File: config.mk
export PLATFORM = sky130hd
export DESIGN_NAME = cpio_binary_member_extract_top_flat
export DESIGN_NICKNAME = d
export VERILOG_FILES = /design/src/hw/rtl/cpio_bme_pkg.sv /design/src/hw/rtl/cpio_bme_if.sv /design/src/hw/rtl/cpio_bme_name_ram.sv /design/src/hw/rtl/cpio_bme_out_buf.sv /design/src/hw/rtl/cpio_binary_member_extract_top.sv /design/src/flat_wrapper.sv
export SDC_FILE = /design/constraint.sdc
export NUM_CORES = 2
export LEC_CHECK = 0
export BUFFER_PORTS_ARGS = -buffer_cell sky130_fd_sc_hd__buf_2
export CELL_PAD_IN_SITES_DETAIL_PLACEMENT = 1
export CELL_PAD_IN_SITES_GLOBAL_PLACEMENT = 1
export CORE_UTILIZATION = 50
export CTS_CLUSTER_SIZE = 12
export DETAILED_ROUTE_END_ITERATION = 10
export PLACE_DENSITY_LB_ADDON = 0.12
export SYNTH_ARGS = -nofsm -noshare
export SYNTH_HDL_FRONTEND = slang
export SYNTH_SLANG_ARGS = --single-unit
File: constraint.sdc
create_clock -name i_clk -period 15.7 [get_ports i_clk]
set_input_delay 0 -clock i_clk [delete_from_list [all_inputs] [get_ports i_clk]]
set_output_delay 0 -clock i_clk [all_outputs]
set_load 0.02 [all_outputs]
File: src/hw/rtl/cpio_bme_pkg.sv
// shared types and constants for the binary cpio member extractor
`timescale 1ns / 1ps

package cpio_bme_pkg;

    // input command codes
    localparam logic CMD_NAME    = 1'b0;
    localparam logic CMD_ARCHIVE = 1'b1;

    // result kind codes
    localparam logic [1:0] KIND_DATA  = 2'd0;
    localparam logic [1:0] KIND_EMPTY = 2'd1;
    localparam logic [1:0] KIND_ERROR = 2'd2;

    // parser phases
    localparam logic [2:0] PH_HEADER = 3'd0;
    localparam logic [2:0] PH_NAME   = 3'd1;
    localparam logic [2:0] PH_PAD    = 3'd2;
    localparam logic [2:0] PH_SKIP   = 3'd3;
    localparam logic [2:0] PH_DATA   = 3'd4;
    localparam logic [2:0] PH_DONE   = 3'd5;
    localparam logic [2:0] PH_ERROR  = 3'd6;

    // header layout
    localparam logic [4:0]  HEADER_LAST = 5'd25;
    localparam logic [15:0] CPIO_MAGIC  = 16'h71C7;

    // one result beat
    typedef struct packed {
        logic [1:0] kind;
        logic [7:0] data_byte;
        logic       last;
    } t_result;

endpackage

File: src/hw/rtl/cpio_bme_if.sv
// valid/ready channel interfaces for the cpio member extractor
`timescale 1ns / 1ps

// input item channel
interface cpio_bme_in_if;
    logic       valid;
    logic       ready;
    logic       command;
    logic [6:0] name_index;
    logic [7:0] byte_value;

    modport source (output valid, command, name_index, byte_value, input ready);
    modport sink   (input valid, command, name_index, byte_value, output ready);
endinterface

// result channel
interface cpio_bme_out_if;
    logic       valid;
    logic       ready;
    logic [1:0] kind;
    logic [7:0] data_byte;
    logic       last;

    modport source (output valid, kind, data_byte, last, input ready);
    modport sink   (input valid, kind, data_byte, last, output ready);
endinterface

// target length register write channel
interface cpio_bme_cfg_if;
    logic       valid;
    logic       ready;
    logic [7:0] data;

    modport source (output valid, data, input ready);
    modport sink   (input valid, data, output ready);
endinterface

File: src/hw/rtl/cpio_bme_name_ram.sv
// target name store with registered read and write-to-read bypass
`timescale 1ns / 1ps

module cpio_bme_name_ram #(
    parameter int NAME_MAX = 128
) (
    input  logic                        i_clk,
    input  logic                        i_wr_en,
    input  logic [$clog2(NAME_MAX)-1:0] i_wr_addr,
    input  logic [7:0]                  i_wr_data,
    input  logic [$clog2(NAME_MAX)-1:0] i_rd_addr,
    output logic [7:0]                  o_rd_data
);

    logic [7:0] r_mem [NAME_MAX];
    logic [7:0] r_rd_data;

    // write port, and read port that sees a same-cycle write
    always_ff @(posedge i_clk) begin
        if (i_wr_en) begin
            r_mem[i_wr_addr] <= i_wr_data;
        end
        if (i_wr_en && (i_wr_addr == i_rd_addr)) begin
            r_rd_data <= i_wr_data;
        end else begin
            r_rd_data <= r_mem[i_rd_addr];
        end
    end

    assign o_rd_data = r_rd_data;

endmodule

File: src/hw/rtl/cpio_bme_out_buf.sv
// two-entry result buffer: output register plus skid register
`timescale 1ns / 1ps

module cpio_bme_out_buf
    import cpio_bme_pkg::*;
(
    input  logic    i_clk,
    input  logic    i_rst_n,
    input  logic    i_push,
    input  t_result i_res,
    output logic    o_ready,
    cpio_bme_out_if.source o_result
);

    logic    r_main_v;
    logic    r_skid_v;
    t_result r_main;
    t_result r_skid;
    logic    w_pop;

    assign w_pop   = r_main_v && o_result.ready;
    assign o_ready = !r_skid_v;

    // valid flags
    always_ff @(posedge i_clk) begin
        if (!i_rst_n) begin
            r_main_v <= 1'b0;
            r_skid_v <= 1'b0;
        end else if (r_skid_v) begin
            if (w_pop) begin
                r_skid_v <= 1'b0;
            end
        end else if (i_push) begin
            if (!r_main_v || w_pop) begin
                r_main_v <= 1'b1;
            end else begin
                r_skid_v <= 1'b1;
            end
        end else if (w_pop) begin
            r_main_v <= 1'b0;
        end
    end

    // payload
    always_ff @(posedge i_clk) begin
        if (r_skid_v) begin
            if (w_pop) begin
                r_main <= r_skid;
            end
        end else if (i_push) begin
            if (!r_main_v || w_pop) begin
                r_main <= i_res;
            end else begin
                r_skid <= i_res;
            end
        end
    end

    assign o_result.valid     = r_main_v;
    assign o_result.kind      = r_main.kind;
    assign o_result.data_byte = r_main.data_byte;
    assign o_result.last      = r_main.last;

endmodule

File: src/hw/rtl/cpio_binary_member_extract_top.sv
// old binary cpio archive parser that extracts one named member
// a result beat is registered, via the skid register when the output one is full
// throughput: one input beat per cycle; the two-entry result buffer keeps input open
// while a result waits, and input stalls only when both result entries are full
// reset clears the parser state, counters and target length; the target name
// store is not cleared and must be loaded before it is compared
`timescale 1ns / 1ps

module cpio_binary_member_extract_top
    import cpio_bme_pkg::*;
#(
    parameter int NAME_MAX = 128
) (
    input  logic i_clk,
    input  logic i_rst_n,
    cpio_bme_in_if.sink    i_item,
    cpio_bme_cfg_if.sink   i_cfg,
    cpio_bme_out_if.source o_result
);

    localparam int AW = $clog2(NAME_MAX);

    // header byte positions
    localparam logic [4:0] HP_MAGIC_LO = 5'd0;
    localparam logic [4:0] HP_MAGIC_HI = 5'd1;
    localparam logic [4:0] HP_NSIZE_LO = 5'd20;
    localparam logic [4:0] HP_NSIZE_HI = 5'd21;
    localparam logic [4:0] HP_FSIZE_B2 = 5'd22;
    localparam logic [4:0] HP_FSIZE_B3 = 5'd23;
    localparam logic [4:0] HP_FSIZE_B0 = 5'd24;
    localparam logic [4:0] HP_FSIZE_B1 = 5'd25;

    logic [7:0]  r_target_length;
    logic [2:0]  r_phase,      n_phase;
    logic [4:0]  r_hcount,     n_hcount;
    logic [15:0] r_magic,      n_magic;
    logic [15:0] r_name_size,  n_name_size;
    logic [31:0] r_file_size,  n_file_size;
    logic [15:0] r_name_pos,   n_name_pos;
    logic        r_match,      n_match;
    logic [32:0] r_brem,       n_brem;

    logic          w_accept;
    logic          w_in_ready;
    logic          w_res_v;
    t_result       w_res;
    logic          w_finish;
    logic [7:0]    w_eff_len;
    logic [7:0]    w_tgt_char;
    logic [7:0]    w_byte;
    logic          w_wr_en;
    logic [32:0]   w_skip;

    assign w_accept = i_item.valid && i_item.ready;
    assign w_byte   = i_item.byte_value;
    assign i_item.ready = w_in_ready;
    assign i_cfg.ready  = 1'b1;

    // target length register
    always_ff @(posedge i_clk) begin
        if (!i_rst_n) begin
            r_target_length <= 8'd0;
        end else if (i_cfg.valid && i_cfg.ready) begin
            r_target_length <= i_cfg.data;
        end
    end

    // target length saturated to the store depth
    assign w_eff_len = (32'(r_target_length) > NAME_MAX) ? 8'(NAME_MAX) : r_target_length;

    // name character loads
    assign w_wr_en = w_accept && (i_item.command == CMD_NAME)
                     && (32'(i_item.name_index) < NAME_MAX);

    cpio_bme_name_ram #(
        .NAME_MAX (NAME_MAX)
    ) u_name_ram (
        .i_clk     (i_clk),
        .i_wr_en   (w_wr_en),
        .i_wr_addr (AW'(i_item.name_index)),
        .i_wr_data (w_byte),
        .i_rd_addr (AW'(n_name_pos)),
        .o_rd_data (w_tgt_char)
    );

    assign w_skip = {1'b0, n_file_size} + {32'd0, n_file_size[0]};

    // per-byte parser
    always_comb begin
        n_phase     = r_phase;
        n_hcount    = r_hcount;
        n_magic     = r_magic;
        n_name_size = r_name_size;
        n_file_size = r_file_size;
        n_name_pos  = r_name_pos;
        n_match     = r_match;
        n_brem      = r_brem;
        w_finish    = 1'b0;
        w_res_v     = 1'b0;
        w_res       = '0;

        if (w_accept && (i_item.command == CMD_ARCHIVE)) begin
            unique case (r_phase)
                PH_HEADER: begin
                    case (r_hcount)
                        HP_MAGIC_LO: n_magic[7:0]       = w_byte;
                        HP_MAGIC_HI: n_magic[15:8]      = w_byte;
                        HP_NSIZE_LO: n_name_size[7:0]   = w_byte;
                        HP_NSIZE_HI: n_name_size[15:8]  = w_byte;
                        HP_FSIZE_B2: n_file_size[23:16] = w_byte;
                        HP_FSIZE_B3: n_file_size[31:24] = w_byte;
                        HP_FSIZE_B0: n_file_size[7:0]   = w_byte;
                        HP_FSIZE_B1: n_file_size[15:8]  = w_byte;
                        default: ;
                    endcase
                    n_hcount = r_hcount + 5'd1;
                    if (r_hcount == HEADER_LAST) begin
                        n_hcount = 5'd0;
                        if (n_magic != CPIO_MAGIC) begin
                            n_phase         = PH_ERROR;
                            w_res_v         = 1'b1;
                            w_res.kind      = KIND_ERROR;
                            w_res.last      = 1'b1;
                        end else begin
                            n_name_pos = 16'd0;
                            n_match    = 1'b1;
                            if (n_name_size == 16'd0) begin
                                w_finish = 1'b1;
                            end else begin
                                n_phase = PH_NAME;
                            end
                        end
                    end
                end
                PH_NAME: begin
                    if (r_name_pos < {8'd0, w_eff_len}) begin
                        if (w_byte != w_tgt_char) begin
                            n_match = 1'b0;
                        end
                    end else if (r_name_pos == {8'd0, w_eff_len}) begin
                        if (w_byte != 8'd0) begin
                            n_match = 1'b0;
                        end
                    end
                    n_name_pos = r_name_pos + 16'd1;
                    if (n_name_pos == r_name_size) begin
                        if (r_name_size[0]) begin
                            n_phase = PH_PAD;
                        end else begin
                            w_finish = 1'b1;
                        end
                    end
                end
                PH_PAD: begin
                    w_finish = 1'b1;
                end
                PH_SKIP: begin
                    n_brem = r_brem - 33'd1;
                    if (r_brem == 33'd1) begin
                        n_phase = PH_HEADER;
                    end
                end
                PH_DATA: begin
                    n_brem          = r_brem - 33'd1;
                    w_res_v         = 1'b1;
                    w_res.kind      = KIND_DATA;
                    w_res.data_byte = w_byte;
                    w_res.last      = (r_brem == 33'd1);
                    if (r_brem == 33'd1) begin
                        n_phase = PH_DONE;
                    end
                end
                default: ;
            endcase

            // end of name: match decision
            if (w_finish) begin
                if (n_match && (n_name_size > {8'd0, w_eff_len})) begin
                    if (n_file_size == 32'd0) begin
                        n_phase    = PH_DONE;
                        w_res_v    = 1'b1;
                        w_res.kind = KIND_EMPTY;
                        w_res.last = 1'b1;
                    end else begin
                        n_brem  = {1'b0, n_file_size};
                        n_phase = PH_DATA;
                    end
                end else begin
                    n_brem  = w_skip;
                    n_phase = (w_skip == 33'd0) ? PH_HEADER : PH_SKIP;
                end
            end
        end
    end

    // parser state registers
    always_ff @(posedge i_clk) begin
        if (!i_rst_n) begin
            r_phase     <= PH_HEADER;
            r_hcount    <= 5'd0;
            r_magic     <= 16'd0;
            r_name_size <= 16'd0;
            r_file_size <= 32'd0;
            r_name_pos  <= 16'd0;
            r_match     <= 1'b1;
            r_brem      <= 33'd0;
        end else begin
            r_phase     <= n_phase;
            r_hcount    <= n_hcount;
            r_magic     <= n_magic;
            r_name_size <= n_name_size;
            r_file_size <= n_file_size;
            r_name_pos  <= n_name_pos;
            r_match     <= n_match;
            r_brem      <= n_brem;
        end
    end

    // result beats
    cpio_bme_out_buf u_out_buf (
        .i_clk    (i_clk),
        .i_rst_n  (i_rst_n),
        .i_push   (w_res_v),
        .i_res    (w_res),
        .o_ready  (w_in_ready),
        .o_result (o_result)
    );

endmodule
File: src/flat_wrapper.sv
// flat-port wrapper written by rule: the top's interface ports become plain ports
module cpio_binary_member_extract_top_flat import cpio_bme_pkg::*;
#(
    parameter int NAME_MAX = 128
)
  (i_clk, i_rst_n, i_item_valid, i_item_command, i_item_name_index, i_item_byte_value, i_item_ready, i_cfg_valid, i_cfg_data, i_cfg_ready, o_result_valid, o_result_kind, o_result_data_byte, o_result_last, o_result_ready);
  cpio_bme_in_if i_item_i ();
  cpio_bme_cfg_if i_cfg_i ();
  cpio_bme_out_if o_result_i ();
  input  logic i_clk;
  input  logic i_rst_n;
  input wire logic [$bits(i_item_i.valid)-1:0] i_item_valid;
  input wire logic [$bits(i_item_i.command)-1:0] i_item_command;
  input wire logic [$bits(i_item_i.name_index)-1:0] i_item_name_index;
  input wire logic [$bits(i_item_i.byte_value)-1:0] i_item_byte_value;
  output wire logic [$bits(i_item_i.ready)-1:0] i_item_ready;
  input wire logic [$bits(i_cfg_i.valid)-1:0] i_cfg_valid;
  input wire logic [$bits(i_cfg_i.data)-1:0] i_cfg_data;
  output wire logic [$bits(i_cfg_i.ready)-1:0] i_cfg_ready;
  output wire logic [$bits(o_result_i.valid)-1:0] o_result_valid;
  output wire logic [$bits(o_result_i.kind)-1:0] o_result_kind;
  output wire logic [$bits(o_result_i.data_byte)-1:0] o_result_data_byte;
  output wire logic [$bits(o_result_i.last)-1:0] o_result_last;
  input wire logic [$bits(o_result_i.ready)-1:0] o_result_ready;
  assign i_item_i.valid = i_item_valid;
  assign i_item_i.command = i_item_command;
  assign i_item_i.name_index = i_item_name_index;
  assign i_item_i.byte_value = i_item_byte_value;
  assign i_item_ready = i_item_i.ready;
  assign i_cfg_i.valid = i_cfg_valid;
  assign i_cfg_i.data = i_cfg_data;
  assign i_cfg_ready = i_cfg_i.ready;
  assign o_result_valid = o_result_i.valid;
  assign o_result_kind = o_result_i.kind;
  assign o_result_data_byte = o_result_i.data_byte;
  assign o_result_last = o_result_i.last;
  assign o_result_i.ready = o_result_ready;
  cpio_binary_member_extract_top #(.NAME_MAX(NAME_MAX)) u_core (.i_clk(i_clk), .i_rst_n(i_rst_n), .i_item(i_item_i), .i_cfg(i_cfg_i), .o_result(o_result_i));
endmodule
==> flow_metrics.py <==
metrics = {
    "outcome": {
        "outcome": "finished, violations left",
        "violations": "capacitance limit",
    },
    "drt": {
        "wire_per_inst_um": 32.1,
        "drc_errors": 0,
        "drt-initial-drc-count": 3240,
        "routed_wl_um": 156000,
        "via_per_inst": 6.49,
        "vias": 31400,
        "ant_nets": 0,
        "drt_first_pass_iters": 5,
    },
    "placed_design": {
        "numPortBuffers": 41,
        "dp_hpwl_um": 98400,
        "dp_slack_ns": 8.64,
        "place_area_um2": 52600,
        "place_congestion": 0.904,
    },
    "synthesis": {
        "synth_top_area_share_pct": 61.7,
        "synth_top_area_cell": "edfxtp_1",
        "synth_async_sr_flop_share_pct": 0,
        "syn_nets": 3377,
        "synth-edff-count": 1046,
        "synth-seq-cells": 1185,
        "synth_warnings": 0,
        "synth_ff_type": "edfxtp_1",
        "yosysUniqueCellTypes": 88,
        "avgSynthCellArea_um2": 15.3,
        "synthCells": 3324,
        "synth_area_um2": 50900,
        "ys_top_cells_by_area": "edfxtp_1 62%, mux4_2 10%, dfxtp_1 5.5%, mux2i_1 3.6%, nor2_1 2.3%",
        "ys_seq_area_share_pct": 67.1,
    },
    "global_routing": {
        "grt_max_degree": 124,
        "overflow": 0,
        "grt_usage_pct": 30.6,
        "grt_pass1_vias": 32800,
        "grt_pass1_wl_um": 227000,
        "antenna_found_initial": 5,
    },
    "clock_tree": {
        "clk_latency_ns": 0.75,
        "clkSlewWorstSetupHoldPaths_ns": 0.06,
        "clock_sinks": 1185,
        "cts_root_buf": "clkbuf_16",
        "h-tree-depth": 4,
        "cts_hold_buf": 31,
        "cts_buffer_depth": 3,
        "post_cts_buffers": 0,
        "cts_buffers": 130,
        "cts_tree": "done",
        "cts_resized": 0,
    },
    "floorplanning": {
        "coreArea_um2": 101000,
        "die_w_um": 321,
        "fp.dieArea_um2": 103000,
        "rows": 116,
        "start_util_pct": 50.6,
        "die_h_um": 321,
        "ioPinCount": 43,
    },
    "sta": {
        "fin_skew_ns": 0.0340,
        "postLayoutSetupSlackWorst_ns": 8.57,
        "finalSetupViolCount": 0,
        "hold_viol": 0,
        "min_period_over_period_pct": 45.4,
        "rsz0062_at_grt": "false",
        "fmax_mhz": 140,
        "tns_ns": 0,
        "relSlewSlack_pct": 1.01,
        "period_minus_slack_ns": 7.13,
        "slew_viol_final": 0,
        "hold_ws_ns": 0.0765,
        "worst_pin_slew_ns": 1.47,
    },
    "worst_hold_path": {
        "hold_path_class": "input pin to flip-flop",
    },
    "power": {
        "p_leak_nw": 18.3,
        "irDropWorstVdd_v": 0.000125,
        "p_per_area_nw_per_um2": 115,
    },
    "cells_and_area": {
        "finalNetCount": 3454,
        "layout-drive-gt1-share_pct": 16.5,
        "design_area_um2": 56900,
        "area_delta_synth_final_pct": 11.7,
    },
    "setup_path": {
        "setup.worst_path.end_class": "flip-flop",
        "cp-start-kind": "flip-flop",
        "arrival_ns": 7.50,
        "criticalPathCategory": "flip-flop to flip-flop",
        "cp.required_ns": 16.07,
        "worstPathMaxFanout": 47,
    },
    "job": {
        "drv_cap": 1,
    },
}
[where the power goes]
part / switching (W) / internal (W)
clock: 0.00127 / 0.00168
sequential: 0.00000637 / 0.00344
combinational: 0.000128 / 0.0000380
[cells in the mapped netlist, types with 10 or more instances]
library cell	n
inv_1	26
o21a_1	11
nor3_1	45
nor2_1	310
o31ai_1	11
a21oi_1	98
nand2_1	225
xor2_1	50
nand4b_1	10
or3_1	24
a22oi_1	40
and2_1	31
nor2b_1	32
clkbuf_1	107
mux4_2	226
nor4_1	28
o21ai_0	89
a31oi_1	21
a21o_1	21
xnor2_1	39
nand3_1	71
nand4_1	36
o22ai_1	20
a221oi_1	30
and3_1	16
mux2_2	33
nand3b_1	10
a211oi_1	14
buf_2	58
a2111oi_0	12
edfxtp_1	1046
nand2b_1	18
o211ai_1	11
dfxtp_1	139
mux2i_1	184
ha_1	24
buf_4	15
[worst paths after layout]
kind | startpoint | to | slack, ns | depth (start not counted)
hold reg to reg | u_core.r_brem[10] | u_core.r_brem[10] | 0.45 | 2
setup reg to reg | flip-flop | u_core.u_out_buf.o_result.last | 8.57 | 15
hold / removal | i_item_byte_value[4] | u_core.r_file_size[4] | 0.08 | 4
setup / recovery | flip-flop | u_core.u_out_buf.o_result.last | 8.57 | 15
[cell families (layout without fill, tap and decap cells)]
| group | after synthesis | in the layout | synth area share (%) |
|---|---|---|---|
| adder cells (fa/ha/maj) | 24 | 24 | 0.589 |
| buffers and inverters | 228 | 392 | 2.02 |
| other | 1 | 3 | 0.00736 |
| XOR/XNOR | 89 | 89 | 1.53 |
| AO/OA/AOI/OAI | 452 | 452 | 5.95 |
| AND/OR/NAND/NOR | 901 | 901 | 8.42 |
| flip-flops | 1185 | 1185 | 67.1 |
| multiplexers | 444 | 444 | 14.4 |
[registers in the layout, summed over array words and instances, names as in the netlist, named ones only]
signal and flops:
u_core.u_out_buf.o_result.valid 1, u_core.r_target_length 8, u_core.u_out_buf.r_skid 11, u_core.r_phase 3
u_core.u_out_buf.o_result.kind 2, u_core.r_match 1, u_core.r_brem 33, u_core.r_file_size 32
u_core.u_out_buf.r_skid_v 1, u_core.r_hcount 5, u_core.r_name_size 16, u_core.r_magic 16
u_core.u_out_buf.o_result.data_byte 8, u_core.r_name_pos 16, u_core.u_out_buf.o_result.last 1, u_core.u_name_ram.r_mem 1024
[routing by layer]
metal	vias to the layer above	track usage, %	part of all wire, %
li1	13200	-	-
met1	16500	40.9	40
met2	1374	49.6	48
met3	356	4.82	6.7
met4	4	13.8	4.7
met5	-	0	0.019
[area by class of cell]
cell class / instances / area (um2)
timing repair buffer: 140 / 1070
clock inverter: 47 / 547
multi-input combinational: 1911 / 15800
sequential: 1185 / 34200
antenna: 2 / 5.00
fill: 9263 / 43700
inverter: 33 / 124
tap: 1357 / 1700
clock buffer: 172 / 3500
[stage by stage]
| step | util (%) | power (W) | std cells |
|---|---|---|---|
| detailed placement | 52.3 | 0.00367 | 4595 |
| floorplan | - | 0.00357 | 3324 |
| global route | 56.6 | 0.00670 | 4845 |
| CTS | 56.6 | 0.00659 | 4845 |
| finish | 56.6 | 0.00656 | 4847 |
| global placement | 52.3 | 0.00366 | 4595 |
[cells in the final DEF (no fill, tap or decap), types with 11 or more instances in the layout]
master            n
a2111oi_0        11
a211oi_1         14
a21o_1           21
a21oi_1          98
a221oi_1         30
a22oi_1          40
a31oi_1          21
and2_1           32
and3_1           16
buf_2            33
buf_4            73
clkbuf_1         36
clkbuf_16       133
clkinv_1         15
clkinv_2         15
dfxtp_1         135
dlygate4sd3_1    31
edfxtp_1       1046
ha_1             24
inv_1            25
mux2_2           33
mux2i_1         184
mux4_2          226
nand2_1         225
nand2b_1         18
nand3_1          71
nand4_1          36
nor2_1          309
nor2b_1          31
nor3_1           44
nor4_1           26
o211ai_1         11
o21a_1           11
o21ai_0          89
o22ai_1          20
o31ai_1          11
or3_1            24
xnor2_1          39
xor2_1           50
[worst max-delay path, stage by stage, from the launching register on]
cell and delay [ns]:
dfxtp_4 0.75, buf_4 0.60, buf_4 0.66, mux4_2 0.40, mux2i_1 0.22, a221oi_1 0.21
a221oi_1 0.81, nor3_1 0.14, a211oi_1 0.41, nand4_1 0.17, o21ba_2 0.37, a211oi_4 0.08
buf_4 0.32, or3_1 0.45, a21o_1 0.23, a22oi_1 0.80
Note: power is estimated with default switching activity, not from simulation.
